$ cat src/hdl/miller_rabin_round_defines.svh
// Assertion macros for the Miller-Rabin round block.
// Used by miller_rabin_round.sv; needs a clk and rst in scope.
`ifndef MILLER_RABIN_ROUND_DEFINES_SVH
`define MILLER_RABIN_ROUND_DEFINES_SVH

// Same-cycle implication, disabled during reset.
`define MRR_ASSERT_IMP(lbl, ante, cons, msg) \
  lbl: assert property (@(posedge clk) disable iff (rst) (ante) |-> (cons)) \
    else $error(msg);

// Next-cycle implication, disabled during reset.
`define MRR_ASSERT_NXT(lbl, ante, cons, msg) \
  lbl: assert property (@(posedge clk) disable iff (rst) (ante) |=> (cons)) \
    else $error(msg);

`endif

$ cat src/hdl/mrr_pkg.sv
// Shared types and constants for the Miller-Rabin round block.
// No dependencies.
package mrr_pkg;

  localparam int FIELD_W   = 10;
  localparam int IN_DATA_W = 24;
  localparam int OUT_DATA_W = 8;
  localparam int EXT_W     = 32;

  typedef enum logic [1:0] {
    VERDICT_PRIME     = 2'd0,
    VERDICT_COMPOSITE = 2'd1,
    VERDICT_INVALID   = 2'd2
  } verdict_t;

  typedef enum logic [3:0] {
    ST_IDLE,
    ST_CHECK,
    ST_SPLIT,
    ST_POW,
    ST_POW_SQ,
    ST_POW_WAIT,
    ST_TEST,
    ST_LOOP,
    ST_LOOP_WAIT,
    ST_OUT
  } state_t;

endpackage

$ cat src/hdl/miller_rabin_round.sv
// Miller-Rabin round block.
// Input: s_tvalid/s_tready/s_tdata carry a candidate n and a witness a.
// Output: m_tvalid/m_tready/m_tdata carry one verdict per input transfer:
//   0 probable prime, 1 composite, 2 invalid (n < 5, n even, a outside 2..n-2).
// One item is worked at a time; s_tready is high only while the block is idle.
// After the transfer, a check step tests the fields and a split step writes
// n-1 = r*2^s; each modular multiplication then runs on the bit-serial multiplier.
// The exponentiation needs one multiply per set bit of r plus one squaring
// per bit above the lowest, and the final loop up to s-1 squarings; the test and
// output steps close out the item. For NBITS=10 the worst case (n = 1023) is 17
// multiplications; an invalid item goes from the check step straight to output.
// The next item is taken the cycle after the verdict is registered, and the
// single multiplier, shared by the exponentiation and the final loop, bounds how
// often items can be taken.
// A finished verdict sits in an output register; the next item is accepted
// while it waits, and that item's verdict is held back until the register
// frees up, so a stalled receiver loses nothing.
// Reset (rst, synchronous) returns to idle and drops any pending verdict.
// Only the low NBITS bits of each 10-bit field are used.
// Depends on mrr_pkg, mrr_modmul and miller_rabin_round_defines.svh.
`include "miller_rabin_round_defines.svh"

module miller_rabin_round
  import mrr_pkg::*;
#(
  parameter int NBITS = 10
) (
  input  logic                  clk,
  input  logic                  rst,
  input  logic                  s_tvalid,
  output logic                  s_tready,
  input  logic [IN_DATA_W-1:0]  s_tdata,   // [9:0] candidate, [19:10] witness
  output logic                  m_tvalid,
  input  logic                  m_tready,
  output logic [OUT_DATA_W-1:0] m_tdata    // [1:0] verdict
);

  localparam int SW = $clog2(NBITS + 1);

  state_t state, state_next;

  logic [NBITS-1:0] n, a, nm1, r, acc, sq;
  logic [SW-1:0]    s, k;
  logic             mul_is_acc;
  verdict_t         res;
  verdict_t         out_verdict;

  logic [EXT_W-1:0] cand_ext, wit_ext;
  logic             in_xfer, invalid;

  logic             mm_start, mm_done;
  logic [NBITS-1:0] mm_x, mm_y, mm_p;

  assign cand_ext = EXT_W'(s_tdata[FIELD_W-1:0]);
  assign wit_ext  = EXT_W'(s_tdata[2*FIELD_W-1:FIELD_W]);
  assign in_xfer  = s_tvalid && s_tready;

  assign invalid = (n < NBITS'(5)) || !n[0] || (a < NBITS'(2)) ||
                   (a > n - NBITS'(2));

  mrr_modmul #(.NBITS(NBITS)) u_modmul (
    .clk   (clk),
    .rst   (rst),
    .start (mm_start),
    .x     (mm_x),
    .y     (mm_y),
    .m     (n),
    .done  (mm_done),
    .p     (mm_p)
  );

  // next state
  always_comb begin
    state_next = state;
    unique case (state)
      ST_IDLE:      if (in_xfer) state_next = ST_CHECK;
      ST_CHECK:     state_next = invalid ? ST_OUT : ST_SPLIT;
      ST_SPLIT:     if (r[0] || s >= SW'(NBITS)) state_next = ST_POW;
      ST_POW:       state_next = (r == '0) ? ST_TEST : ST_POW_WAIT;
      ST_POW_SQ:    state_next = ST_POW_WAIT;
      ST_POW_WAIT: begin
        if (mm_done) begin
          if (mul_is_acc)
            state_next = (r[NBITS-1:1] == '0) ? ST_POW : ST_POW_SQ;
          else
            state_next = ST_POW;
        end
      end
      ST_TEST:      state_next = (acc == NBITS'(1) || acc == nm1) ? ST_OUT : ST_LOOP;
      ST_LOOP:      state_next = (k < s) ? ST_LOOP_WAIT : ST_OUT;
      ST_LOOP_WAIT: begin
        if (mm_done)
          state_next = (mm_p == nm1 || mm_p == NBITS'(1)) ? ST_OUT : ST_LOOP;
      end
      ST_OUT:       if (!m_tvalid || m_tready) state_next = ST_IDLE;
      default:      state_next = ST_IDLE;
    endcase
  end

  // outputs
  always_comb begin
    s_tready = 1'b0;
    mm_start = 1'b0;
    mm_x     = acc;
    mm_y     = acc;
    unique case (state)
      ST_IDLE:   s_tready = 1'b1;
      ST_POW: begin
        mm_start = (r != '0);
        mm_x     = r[0] ? acc : sq;
        mm_y     = sq;
      end
      ST_POW_SQ: begin
        mm_start = 1'b1;
        mm_x     = sq;
        mm_y     = sq;
      end
      ST_LOOP:   mm_start = (k < s);
      default: begin
      end
    endcase
  end

  always_ff @(posedge clk) begin
    if (rst) state <= ST_IDLE;
    else     state <= state_next;
  end

  // datapath
  always_ff @(posedge clk) begin
    unique case (state)
      ST_IDLE: begin
        if (in_xfer) begin
          n <= cand_ext[NBITS-1:0];
          a <= wit_ext[NBITS-1:0];
        end
      end
      ST_CHECK: begin
        nm1 <= n - NBITS'(1);
        r   <= n - NBITS'(1);
        s   <= '0;
        res <= VERDICT_INVALID;
      end
      ST_SPLIT: begin
        if (!r[0] && s < SW'(NBITS)) begin
          r <= r >> 1;
          s <= s + 1'b1;
        end else begin
          acc <= NBITS'(1);
          sq  <= a;
        end
      end
      ST_POW: mul_is_acc <= r[0];
      ST_POW_SQ: mul_is_acc <= 1'b0;
      ST_POW_WAIT: begin
        if (mm_done) begin
          if (mul_is_acc) begin
            acc <= mm_p;
            if (r[NBITS-1:1] == '0) r <= '0;
          end else begin
            sq <= mm_p;
            r  <= r >> 1;
          end
        end
      end
      ST_TEST: begin
        k   <= SW'(1);
        res <= VERDICT_PRIME;
        if (acc != NBITS'(1) && acc != nm1) res <= VERDICT_COMPOSITE;
      end
      ST_LOOP_WAIT: begin
        if (mm_done) begin
          acc <= mm_p;
          k   <= k + 1'b1;
          if (mm_p == nm1) res <= VERDICT_PRIME;
        end
      end
      default: begin
      end
    endcase
  end

  // output register
  always_ff @(posedge clk) begin
    if (rst) begin
      m_tvalid <= 1'b0;
    end else if (state == ST_OUT && (!m_tvalid || m_tready)) begin
      m_tvalid <= 1'b1;
    end else if (m_tready) begin
      m_tvalid <= 1'b0;
    end
  end

  always_ff @(posedge clk) begin
    if (state == ST_OUT && (!m_tvalid || m_tready)) out_verdict <= res;
  end

  assign m_tdata = OUT_DATA_W'(out_verdict);

  `MRR_ASSERT_IMP(a_done_when_waiting, mm_done, (state == ST_POW_WAIT || state == ST_LOOP_WAIT), "multiplier finished outside a wait state")
  `MRR_ASSERT_NXT(a_accept_to_check, in_xfer, (state == ST_CHECK), "accepted item did not enter the check step")
  `MRR_ASSERT_IMP(a_verdict_code, m_tvalid, (m_tdata[1:0] != 2'd3), "undefined verdict code on output")
  `MRR_ASSERT_IMP(a_acc_reduced, (state == ST_TEST), (acc < n), "power result not reduced modulo candidate")

endmodule

$ cat src/hdl/mrr_modmul.sv
// Bit-serial modular multiplier: p = x*y mod m, one bit of x per cycle, MSB first.
// Requires x, y < m. Depends on nothing but its parameter.
module mrr_modmul #(
  parameter int NBITS = 10
) (
  input  logic             clk,
  input  logic             rst,
  input  logic             start,
  input  logic [NBITS-1:0] x,
  input  logic [NBITS-1:0] y,
  input  logic [NBITS-1:0] m,
  output logic             done,
  output logic [NBITS-1:0] p
);

  localparam int CW = $clog2(NBITS);

  logic             busy;
  logic [CW-1:0]    cnt;
  logic [NBITS-1:0] xs;
  logic [NBITS-1:0] yr;
  logic [NBITS-1:0] mr;
  logic [NBITS-1:0] acc;

  logic [NBITS:0] dbl, dbl_red, sum, sum_red;

  always_comb begin
    dbl     = {acc, 1'b0};
    dbl_red = (dbl >= {1'b0, mr}) ? dbl - {1'b0, mr} : dbl;
    sum     = dbl_red + (xs[NBITS-1] ? {1'b0, yr} : '0);
    sum_red = (sum >= {1'b0, mr}) ? sum - {1'b0, mr} : sum;
  end

  always_ff @(posedge clk) begin
    if (rst) begin
      busy <= 1'b0;
      done <= 1'b0;
      cnt  <= '0;
    end else begin
      done <= 1'b0;
      if (start) begin
        busy <= 1'b1;
        cnt  <= '0;
      end else if (busy) begin
        cnt <= cnt + 1'b1;
        if (cnt == CW'(NBITS - 1)) begin
          busy <= 1'b0;
          done <= 1'b1;
        end
      end
    end
  end

  always_ff @(posedge clk) begin
    if (start) begin
      xs  <= x;
      yr  <= y;
      mr  <= m;
      acc <= '0;
    end else if (busy) begin
      xs  <= {xs[NBITS-2:0], 1'b0};
      acc <= sum_red[NBITS-1:0];
    end
  end

  assign p = acc;

endmodule
$ cat config.mk
export PLATFORM = sky130hd
export DESIGN_NAME = miller_rabin_round
export DESIGN_NICKNAME = d
export VERILOG_FILES = /design/src/hdl/mrr_pkg.sv /design/src/hdl/miller_rabin_round.sv /design/src/hdl/mrr_modmul.sv
export VERILOG_INCLUDE_DIRS = /design/src /design/src/hdl
export SDC_FILE = /design/constraint.sdc
export NUM_CORES = 1
export LEC_CHECK = 0
export BUFFER_PORTS_ARGS = -buffer_cell sky130_fd_sc_hd__buf_2
export CAP_MARGIN = 25
export CORE_MARGIN = 5
export CORE_UTILIZATION = 60
export CTS_BUF_LIST = sky130_fd_sc_hd__clkbuf_8
export CTS_CLUSTER_SIZE = 12
export DETAILED_ROUTE_END_ITERATION = 10
export GPL_TIMING_DRIVEN = 0
export PLACE_DENSITY_LB_ADDON = 0.1
export RECOVER_POWER = 25
export SLEW_MARGIN = 15
export SYNTH_ARGS = -nofsm -noshare
export SYNTH_HDL_FRONTEND = slang
export SYNTH_SLANG_ARGS = --single-unit
$ cat constraint.sdc
create_clock -name clk -period 15.3 [get_ports clk]
set_clock_uncertainty 0.1 [all_clocks]
set_input_delay 0 -clock clk [delete_from_list [all_inputs] [get_ports clk]]
set_output_delay 0 -clock clk [all_outputs]
set_load 0.1 [all_outputs]
Word-level counts from Yosys, hierarchy flattened
Index checks and enable logic that the tools add are counted.
{"block": "op_classes", "bitwise_logic": 1, "n_mux": 52, "eq_ne": 27, "n_lt_le_gt_ge": 8, "reduce_logical": 38, "n_addsub": 8}
{"cell": "$mux 10", "count": 17}
{"cell": "$pmux 10 s3", "count": 2}
{"cell": "$mux 4", "count": 10}
{"cell": "$pmux 10 s2", "count": 2}
{"cell": "$pmux 4 s10", "count": 1}
{"cell": "$ge 11x10->1", "count": 2}
{"cell": "$eq 10x1->1 const B", "count": 2}
{"cell": "$eq 10x10->1", "count": 2}
{"cell": "$eq 4x3->1 const B", "count": 4}
{"cell": "$pmux 4 s2", "count": 2}
{"cell": "$ne 2x2->1 const B", "count": 7}
{"cell": "$add 4x1->4 const B", "count": 3}
{"cell": "$eq 4x4->1 const B", "count": 3}
{"cell": "$reduce_bool 2->1", "count": 6}
{"cell": "$add 11x10->11", "count": 1}
{"cell": "$mux 11", "count": 1}
{"cell": "$sub 11x10->11", "count": 1}
{"cell": "$gt 10x10->1", "count": 1}
{"cell": "$logic_not 10->1", "count": 1}
{"cell": "$lt 10x2->1 const B", "count": 1}
{"cell": "$lt 10x3->1 const B", "count": 1}
{"cell": "$ne 10x1->1 const B", "count": 1}
{"cell": "$ne 10x10->1", "count": 1}
{"cell": "$reduce_and 5->1", "count": 2}
{"cell": "29 further kinds", "count": 60}
{"block": "word_totals", "in_bits": 28, "ff_bits": 124}

Longest topological paths before layout
Gate-level depths: netlist of run 1.
{"block": "depth", "depth_word": 6, "mapped_depth": 27, "depth_no_buf": 25}

By module
From an unflattened synthesis of run 1, not the netlist that was laid out.
{"block": "unflattened", "hier_cells": 752, "hier_area_um2": 7753.7}
{"mod": "miller_rabin_round", "instances": 1, "cells_per_inst": 408, "area_per_inst_um2": 4458.0}
{"mod": "mrr_modmul", "instances": 1, "cells_per_inst": 344, "area_per_inst_um2": 3295.7}

Worst setup path after synthesis of run 1
Ideal clock, no wire load.
{"block": "synth_timing", "kind": "register to register", "start": "register u_modmul.mr[1]", "end": "register u_modmul.acc[7], in the netlist u_modmul.p[7]", "n_path_buf": 3, "required_ps": 15109, "t_arrival_ps": 4963, "setup_time_ps": 91, "setup_slack_ps": 10146, "synth_period_minus_slack_ps": 5154, "stages_incl_launch_ff": 28, "path_cell_list": "edfxtp_1 inv_1 ha_1 ha_1 and3_2 nor4_1 o31ai_1 or3_1 clkbuf_1 clkbuf_1 and2_1 ha_1 inv_1 fa_1 o21ai_1 and2_1 o21ai_0 nand2b_1 xor2_1 ha_1 a21o_1 a21oi_1 nand2_1 o221ai_1 nand2b_1 buf_4 nand3_1 a311oi_1"}
{"block": "synth_between", "elab_chain_cells": 5}
{"element": "start: declaration", "line_no": "mrr_modmul.sv:22", "text": "logic [NBITS-1:0] mr;"}
{"element": "start signal: assignment", "line_no": "mrr_modmul.sv:58", "text": "mr <= m;"}
{"element": "$sub 11x10->11 or $ge 11x10->1 (tied branches)", "line_no": "mrr_modmul.sv:29", "text": "dbl_red = (dbl >= {1'b0, mr}) ? dbl - {1'b0, mr} : dbl;"}
{"element": "$mux 11", "line_no": "mrr_modmul.sv:29"}
{"element": "$add 11x10->11", "line_no": "mrr_modmul.sv:30", "text": "sum = dbl_red + (xs[NBITS-1] ? {1'b0, yr} : '0);"}
{"element": "$sub 10x10->10 or $ge 11x10->1 (tied branches)", "line_no": "mrr_modmul.sv:31", "text": "sum_red = (sum >= {1'b0, mr}) ? sum - {1'b0, mr} : sum;"}
{"element": "$mux 10 *", "line_no": "mrr_modmul.sv:31"}
{"element": "end signal: assignment", "line_no": "mrr_modmul.sv:62", "text": "acc <= sum_red[NBITS-1:0];"}
{"element": "end: declaration", "line_no": "mrr_modmul.sv:23", "text": "logic [NBITS-1:0] acc;"}
Mark *: on every way between the ends. The rest lies on a longest branch, timed or not.
A chain may end at the register's enable or synchronous reset.

Worst setup path after layout of run 1
{"block": "layout_timing", "start": "register u_modmul.acc[2], in the netlist u_modmul.p[2]", "end": "register u_modmul.acc[7], in the netlist u_modmul.p[7]"}
{"block": "layout_between", "elab_chain_cells": 5}
{"element": "$sub 11x10->11 or $ge 11x10->1 (tied branches)", "line_no": "mrr_modmul.sv:29"}
{"element": "$mux 11 *", "line_no": "mrr_modmul.sv:29"}
{"element": "$add 11x10->11 *", "line_no": "mrr_modmul.sv:30"}
{"element": "$sub 10x10->10 or $ge 11x10->1 (tied branches)", "line_no": "mrr_modmul.sv:31"}
{"element": "$mux 10 *", "line_no": "mrr_modmul.sv:31"}
Marked as above.

==> key figures, run 1 <==
Clocking
  • Total CTS buffers: 17
  • Max clock buf depth: 2
  • TritonCTS clock tree: built
  • H-tree levels: 4
  • Hold_buf cts: 23
  • Post CTS Setup Buffer Count: 0
  • Post-CTS sizing: 0
  • CTS clk-pin slew, worst paths: 80 ps
  • # clock sinks: 124
  • Clk Latency, worst-skew pair: 460 ps
  • Clk root buf: clkbuf_8

Place
  • Worst slack at placement: 9030 ps
  • GPL Wtd Cong: 0.977
  • Port bufs: 27
  • Placed insts: 949
  • DP HPWL: 14,300 um
  • Post-DP Area: 8010 sq um

Floorplan
  • Die Width: 123 um
  • Die area: 15,100 sq um
  • Top-Level Pins: 38
  • Floorplan row count: 41
  • Core ar.: 12,600 sq um
  • Die height: 123 um
  • Initial core utilization: 60.7%

Detailed routing
  • Routed wire length: 19,000 um
  • Initial DRC Count: 607
  • Via/cell ratio: 6.04
  • Routed length per instance: 18.9 um
  • Final ANT Viol Nets: 0
  • Total number of vias: 6,060
  • DRC viols: 0
  • Drt first pass iters: 5

Timing
  • Fin. Hold Viols: 0
  • Max Clock Freq: 0.153 GHz
  • Period utilization: 42.7%
  • Unrepaired setup endpoints after global routing: no
  • Final setup vio count: 0
  • Tmin final: 6530 ps
  • Pins Over Slew Limit: 0
  • Worst Max-Slew Pin Slew: 1160 ps
  • Sum of negative setup slack: 0 ps
  • Slew Limit Headroom: 22.8%
  • Worst setup margin: 8770 ps

Worst setup path
  • Crit path launch type: flop
  • Data arrival time of the critical path: 6770 ps
  • Critical Path RT: 15,550 ps
  • Crit end category: flop
  • Worst Path Max Fanout: 10
  • CP Class: flop to flop

GRT
  • Overflow after GRT: 0
  • Largest net degree at the start of global routing: 30
  • First-pass GRT wire length: 30,400 um
  • GRT Util Overall: 26.7%
  • Antenna violations before repair: 0
  • Vias in the first global route: 5,960

Synthesis
  • Ys async rst share: 0%
  • Sequential cell area fraction in the yosys report: 46.0%
  • Post-synth EDFFs: 103
  • Ys Warns: 0
  • Cells after Synth: 745
  • Synthesis-stage register bit count: 124
  • Leading area contributor after synthesis: edfxtp_1
  • Most common cell in the netlist: edfxtp_1
  • Synth Flop Type: edfxtp_1
  • Commonest cells post-synth: 103 x edfxtp_1, 69 x nand2_1, 67 x nor2_1, 52 x ha_1, 43 x a21oi_1
  • Yosys cell types: 67
  • Top cells by area, synth: edfxtp_1 41%, ha_1 8.5%, dfxtp_1 5.5%, xnor2_1 4.6%, nand2_1 3.4%
  • Syn avg cell area: 10.2 sq um
  • Post-Syn Area: 7630 sq um
  • Area share of the leading cell type in the synthesized netlist: 40.5%

Layout
  • Fin cells: 1,004
  • Final nets: 902
  • Area growth, synth to finish: 13.2%
  • Layout cells sized above 1: 11.7%
  • Design Area, Final: 8640 sq um
  • Ant diodes: 0

Run
  • Max Cap Viol: 0

Worst hold path
  • Worst hold path class: primary input to flop

Run status
  • Outcome: finished, final reports clean
## flip-flops by register name (all words and copies together) (netlist names)
signal and count:
a 10, acc 10, k 4, m_tvalid 1
mul_is_acc 1, n 10, nm1 10, out_verdict 2
r 10, res 2, s 4, sq 10
state 4, u_modmul.busy 1, u_modmul.cnt 4, u_modmul.done 1
u_modmul.mr 10, u_modmul.p 10, u_modmul.xs 10, u_modmul.yr 10
## layer usage
metal  wire [um]  part of all wire [%]  up-vias  track usage [%]
met5           0                     0        -                0
met4         563                   3.0        0             11.5
met3        1460                   7.7       51             4.79
met2        9030                    48      268             43.6
met1        7940                    42     2888             35.0
li1            -                     -     2853                -
## cells by family (layout without fill, tap and decap cells)
kind of cell	after synthesis	after routing	synth area share [%]
fa+ha+maj	55	55	9.31
compound gates	153	153	13.2
buf+inv	68	150	4.21
xor+xnor	62	62	7.12
simple gates	257	257	16.4
flops	124	124	46.0
mux	25	25	3.59
other cells	1	6	0.0491
## cell usage in the layout, fill, tap and decap left out, types with 4 or more instances in the layout
master,n
a211oi_1,4
a21boi_0,4
a21o_1,12
a21oi_1,43
a311oi_1,10
a31o_2,4
a31oi_1,4
a32o_1,7
and2_1,22
buf_2,26
buf_4,7
clkbuf_1,13
clkbuf_8,18
conb_1,6
dfxtp_1,21
dlygate4sd3_1,23
edfxtp_1,103
ha_1,52
inv_1,43
inv_6,4
mux2_2,12
mux2i_1,11
nand2_1,69
nand2b_1,11
nand3_1,18
nand4_1,12
nor2_1,67
nor2b_1,7
nor3_1,17
nor4_1,10
o21a_1,7
o21ai_0,29
or3_1,4
xnor2_1,40
xor2_1,22
## worst paths after layout
path	from	end	slack [ps]	depth (start not counted)
max	u_modmul.p[2]	u_modmul.p[7]	8770	26
min	s_tvalid	state[3]	30	5
max reg2reg	u_modmul.p[2]	u_modmul.p[7]	8770	26
min reg2reg	res[1]	out_verdict[1]	330	0
## through the flow
stage	hold slack, ps	util [%]
2_1_floorplan	-30.9	-
3_3_place_gp	76.2	63.7
3_5_place_dp	78.1	63.7
4_1_cts	6.90	68.8
5_1_grt	100	68.8
6_report	31.9	68.8
## layout make-up
cell class                      instances  area, sq um
Fill cell                             975         3930
Multi-Input combinational cell        558         3820
Sequential cell                       124         3510
Timing Repair Buffer                   50          362
Clock buffer                           18          248
Tap cell                              172          215
Buffer                                 26          165
Clock inverter                         14          160
Inverter                               42          158
## critical path: stages (launching register included)
cell and delay (ps):
dfxtp_1 640, ha_1 310, o21ai_0 100, a21oi_1 180, nor4_1 80, o31ai_1 410
or3_1 170, clkbuf_1 310, clkbuf_1 350, and2_1 210, ha_1 170, inv_1 50
fa_1 410, o21ai_1 270, and2_1 210, o21ai_0 80, nand2b_1 100, xor2_1 290
ha_1 360, a21o_1 220, a21oi_1 210, nand2_1 80, o221ai_1 260, nand2b_1 220
buf_4 200, nand3_1 90, a311oi_1 340
Power of run 1 is not shown: default switching activity piles up to over one toggle a cycle in this logic, so the estimate is an artifact.
==> run 2, diff against run 1 <==
- CORE_UTILIZATION: 60 -> 58
- clock period: 15.3 -> 5.7 ns (I/O delays scaled with it)
==> key figures, run 2 (synthesis gave the netlist of run 1 again) <==
Timing
  • Slew Limit Headroom: 22.8% (+0.079 points)
  • Pins Over Slew Limit: 0 (unchanged)
  • Tmin final: 5460 ps (-1060 ps)
  • Period utilization: 95.8% (+53 points)
  • Worst hold margin: 19.0 ps (-12.9 ps)
  • Fin. Hold Viols: 0 (unchanged)
  • Sum of negative setup slack: 0 ps (unchanged)
  • Max Clock Freq: 0.183 GHz (+19%)
  • Final setup vio count: 0 (unchanged)
  • Worst Max-Slew Pin Slew: 1160 ps (-1.19 ps)

Place
  • GPL Wtd Cong: 0.913 (-6.5%)
  • Port bufs: 27 (unchanged)
  • DP HPWL: 14,400 um (+0.95%)

GRT
  • GRT Util Overall: 25.4% (-1.3 points)
  • Largest net degree at the start of global routing: 30 (unchanged)
  • Vias in the first global route: 5,905 (-0.92%)
  • Met1 usage: 33.7% (-1.3 points)
  • Global route hottest layer: met2
  • Met3 GRT Util: 4.72% (-0.076 points)
  • Antenna violations before repair: 0 (unchanged)
  • GRT met2 Usage: 41.8% (-1.8 points)
  • First-pass GRT wire length: 31,000 um (+2.0%)
  • Overflow after GRT: 0 (unchanged)

Detailed routing
  • Routed length per instance: 19.3 um (+1.8%)
  • Total number of vias: 6,036 (-0.40%)
  • Drt first pass iters: 5 (unchanged)
  • Initial DRC Count: 503 (-17%)
  • DRC viols: 0 (unchanged)
  • Routed wire length: 19,500 um (+2.7%)
  • Via/cell ratio: 5.96 (-1.3%)
  • Final ANT Viol Nets: 0 (unchanged)

Clocking
  • H-tree levels: 4 (unchanged)
  • # clock sinks: 124 (unchanged)
  • Clk root buf: clkbuf_8
  • TritonCTS clock tree: built
  • Clk Latency, worst-skew pair: 450 ps (about the same)
  • Max clock buf depth: 2 (unchanged)
  • CTS clk-pin slew, worst paths: 80 ps (about the same)
  • Total CTS buffers: 17 (unchanged)

Worst setup path
  • Worst Path Max Fanout: 10 (unchanged)
  • Data arrival time of the critical path: 5710 ps (-1060 ps)
  • Crit path launch type: flop
  • CP Class: flop to flop
  • Crit end category: flop
  • Critical Path RT: 5950 ps (-9600 ps)

Layout
  • Ant diodes: 0 (unchanged)
  • Commonest cells after routing, fill and taps aside: 103 x edfxtp_1, 69 x nand2_1, 66 x nor2_1, 48 x ha_1, 42 x inv_1
  • Final nets: 908 (+0.67%)
  • Area growth, synth to finish: 15.7%
  • Most common cell after layout, fill and taps aside: edfxtp_1
  • Layout cells sized above 1: 15.2% (+3.5 points)

Floorplan
  • Die area: 15,600 sq um (+3.2%)
  • Core ar.: 13,100 sq um (+4.1%)
  • Floorplan row count: 42 (+2.4%)
  • Die height: 125 um (+1.6%)
  • Initial core utilization: 58.3% (-2.4 points)
  • Die Width: 125 um (+1.6%)
  • Top-Level Pins: 38 (unchanged)

Worst hold path
  • Worst hold path class: primary input to flop

Run status
  • Outcome: finished, final reports clean

Run
  • Max Cap Viol: 0 (unchanged)
-- run 2: what timing repair did --
item | in CTS | in global routing
setup buffers | 3 | 5
pin swaps | 1 | 8
endpoints found under the hold margin | 33 | 0
setup endpoints to repair | 10 | 10
resized for setup | 11 | 29
hold buffers | 22 | 0
-- run 2: path summary, 6_finish.rpt --
path | start | end | slack, ps | depth (start not counted)
min | s_tvalid | state[0] | 20 | 4
min reg2reg | res[0] | out_verdict[0] | 330 | 0
max | u_modmul.p[0] | u_modmul.p[0] | 240 | 25
max reg2reg | u_modmul.p[0] | u_modmul.p[0] | 240 | 25
-- run 2: final cells by class --
class	count	area, sq um
plain buffers	25	173
fillers	1019	4250
repair buffers	57	409
multi-input cells	558	3960
clock buffers	17	234
inverters	42	158
flip-flops and latches	124	3520
well taps	176	220
clock inverters	14	154
-- run 2: stage by stage --
step / area [sq um] / setup WS (ps) / instances / utilization (%)
after global placement: 8010 / -469 / 953 / 61.2
after global routing: 8830 / -57.7 / 1013 / 67.5
final: 8830 / 239 / 1013 / 67.5
after detailed placement: 8010 / -623 / 953 / 61.2
after floorplan: 7650 / 546 / 750 / -
after CTS: 8680 / 30.7 / 1008 / 66.3
-- run 2: routing by layer --
| metal | wire length (um) | vias up |
|---|---|---|
| met2 | 9270 | 237 |
| met3 | 1500 | 46 |
| met1 | 8220 | 2885 |
| met5 | 0 | - |
| li1 | - | 2868 |
| met4 | 512 | 0 |
-- run 2: worst max-delay path, cell delays in order, from the launching register on --
cell	delay (ps)
dfxtp_1	490
ha_1	300
ha_1	170
and3_2	190
nor4_4	240
o31ai_2	90
or3_4	440
buf_6	160
and2_1	160
ha_1	210
inv_1	80
fa_2	220
o21ai_2	90
and2_1	170
o21ai_0	140
nand2b_1	120
xor2_2	320
ha_4	280
a21o_1	200
a21oi_2	160
nand2_1	80
o221ai_2	240
nand2b_4	200
buf_6	140
nand3_1	90
a311oi_1	270
Power of run 2 is left out for the same reason.
==> run 3, diff against run 2 <==
- CELL_PAD_IN_SITES_DETAIL_PLACEMENT: unset -> 0
- CELL_PAD_IN_SITES_GLOBAL_PLACEMENT: unset -> 1
- CORE_UTILIZATION: 58 -> 46
- GPL_TIMING_DRIVEN: 0 -> unset
==> key figures, run 3 (synthesis gave the netlist of run 1 again) <==
Place
  • Post-DP Area: 8050 sq um (+0.53%)
  • Worst slack at placement: 78.9 ps (+702 ps)
  • DP HPWL: 14,700 um (+2.0%)
  • GPL Wtd Cong: 0.952 (+4.3%)
  • Port bufs: 27 (unchanged)

Timing
  • Pins Over Slew Limit: 0 (unchanged)
  • Tmin final: 5470 ps (+11.4 ps)
  • Slew Limit Headroom: 22.1% (-0.71 points)
  • Worst hold margin: 155 ps (+136 ps)
  • Sum of negative setup slack: 0 ps (unchanged)
  • Final setup vio count: 0 (unchanged)
  • Max Clock Freq: 0.183 GHz (-0.21%)
  • Worst Max-Slew Pin Slew: 1170 ps (+10.8 ps)
  • Period utilization: 96.0% (+0.20 points)
  • Worst setup margin: 227 ps (-11.4 ps)
  • Fin. Hold Viols: 0 (unchanged)

Layout
  • Footprint of the multi-input gates: 3860 sq um (-2.5%)
  • Area growth, synth to finish: 14.1%
  • Fill count: 1,474 (+45%)
  • Design Area, Final: 8710 sq um (-1.4%)
  • Ant diodes: 0 (unchanged)
  • Register Area: 3510 sq um (-0.21%)
  • Most common cell after layout, fill and taps aside: edfxtp_1
  • Final nets: 900 (-0.88%)
  • Layout cells sized above 1: 13.6% (-1.6 points)
  • Commonest cells after routing, fill and taps aside: 103 x edfxtp_1, 69 x nand2_1, 67 x nor2_1, 50 x ha_1, 42 x a21oi_1

GRT
  • First-pass GRT wire length: 31,200 um (+0.74%)
  • GRT Util Overall: 20.4% (-5.0 points)
  • Overflow after GRT: 0 (unchanged)
  • Largest net degree at the start of global routing: 30 (unchanged)
  • Vias in the first global route: 5,716 (-3.2%)
  • Antenna violations before repair: 0 (unchanged)

Floorplan
  • Die area: 19,300 sq um (+24%)
  • Top-Level Pins: 38 (unchanged)
  • Initial core utilization: 46.5% (-12 points)
  • Die height: 139 um (+11%)
  • Floorplan row count: 47 (+12%)
  • Core ar.: 16,400 sq um (+25%)
  • Die Width: 139 um (+11%)

Clocking
  • H-tree levels: 4 (unchanged)
  • CTS clk-pin slew, worst paths: 80 ps (about the same)
  • Max clock buf depth: 2 (unchanged)
  • Total CTS buffers: 17 (unchanged)
  • Clk root buf: clkbuf_8
  • Clk Latency, worst-skew pair: 460 ps (about the same)
  • TritonCTS clock tree: built
  • # clock sinks: 124 (unchanged)

Worst setup path
  • Critical Path RT: 5960 ps (about the same)
  • Data arrival time of the critical path: 5730 ps (+20 ps)
  • Crit end category: flop
  • Worst Path Max Fanout: 10 (unchanged)
  • Delay-heaviest family, CP: compound AO/OA/AOI/OAI gates
  • Slowest CP cell: edfxtp_1
  • CP Class: flop to flop
  • Crit path launch type: flop
  • Crit-path max cell delay: 390 ps (-100 ps)
  • CP bufs+invs: 3 (unchanged)

Detailed routing
  • Drt first pass iters: 5 (unchanged)
  • Routed wire length: 19,300 um (-0.90%)
  • Final ANT Viol Nets: 0 (unchanged)
  • Total number of vias: 5,830 (-3.4%)
  • Routed length per instance: 18.4 um (-4.4%)
  • Initial DRC Count: 346 (-31%)
  • Via/cell ratio: 5.55 (-6.8%)
  • DRC viols: 0 (unchanged)

Run
  • Max Cap Viol: 0 (unchanged)

Run status
  • Outcome: finished, final reports clean

Worst hold path
  • Worst hold path class: primary input to flop
[run 3: cell types whose count changed in the layout (fill, tap and decap cells not counted), sizes merged]
cell         change
inv              +1
buf              +1
clkinvlp         +3
clkbuf          -10
dlygate4sd3      +1
bufinv           -3
[run 3: final timing paths]
kind / start / to / slack (ps) / cells after the start
worst min register to register: res[0] / out_verdict[0] / 330 / 0
worst min-delay path: s_tdata[3] / n[3] / 150 / 2
worst max register to register: u_modmul.mr[6] / u_modmul.p[0] / 230 / 26
worst max-delay path: u_modmul.mr[6] / u_modmul.p[0] / 230 / 26
[run 3: stage by stage]
stage | util, % | cells
6_report | 53.1 | 1050
5_1_grt | 53.1 | 1050
4_1_cts | 52.6 | 1046
3_5_place_dp | 49.1 | 991
3_3_place_gp | 49.1 | 991
2_1_floorplan | - | 750
[run 3: area by class of cell]
class,count,area share [%]
Sequential cell,124,40.4
Inverter,42,1.81
Tap cell,220,3.16
Clock buffer,17,2.69
Timing Repair Buffer,74,6.27
Multi-Input combinational cell,558,44.4
Clock inverter,15,1.35
[run 3: timing repair]
item | 4_1_cts | 5_1_grt
endpoints found under the setup margin | 0 | 10
resized for setup | 0 | 8
buffers inserted | 0 | 2
hold buffers | 23 | 0
endpoints found under the hold margin | 33 | 0
[run 3: layer usage]
layer | wire length, um | share of wire [%] | track usage [%]
met1 | 9290 | 48 | 28.9
met2 | 9070 | 47 | 32.4
met3 | 665 | 3.4 | 3.00
met4 | 299 | 1.5 | 6.28
met5 | 0 | 0 | 0
[run 3: worst reg2reg max path: stages, from the launching register on]
cell,delay [ps]
edfxtp_1,390
inv_1,130
ha_1,300
a21o_1,180
a211o_1,290
o211ai_1,100
o31ai_1,120
or3_1,370
buf_4,190
nor2_1,120
a21oi_2,60
ha_1,320
a21oi_1,180
o21ai_2,90
and2_1,170
o21ai_0,160
nand2b_1,110
xor2_2,240
ha_2,370
a21o_1,210
a21oi_1,190
nand2_1,80
o221ai_1,230
nand2b_1,170
buf_4,160
nand3_1,100
a311oi_2,270
Power of run 3 is left out for the same reason.
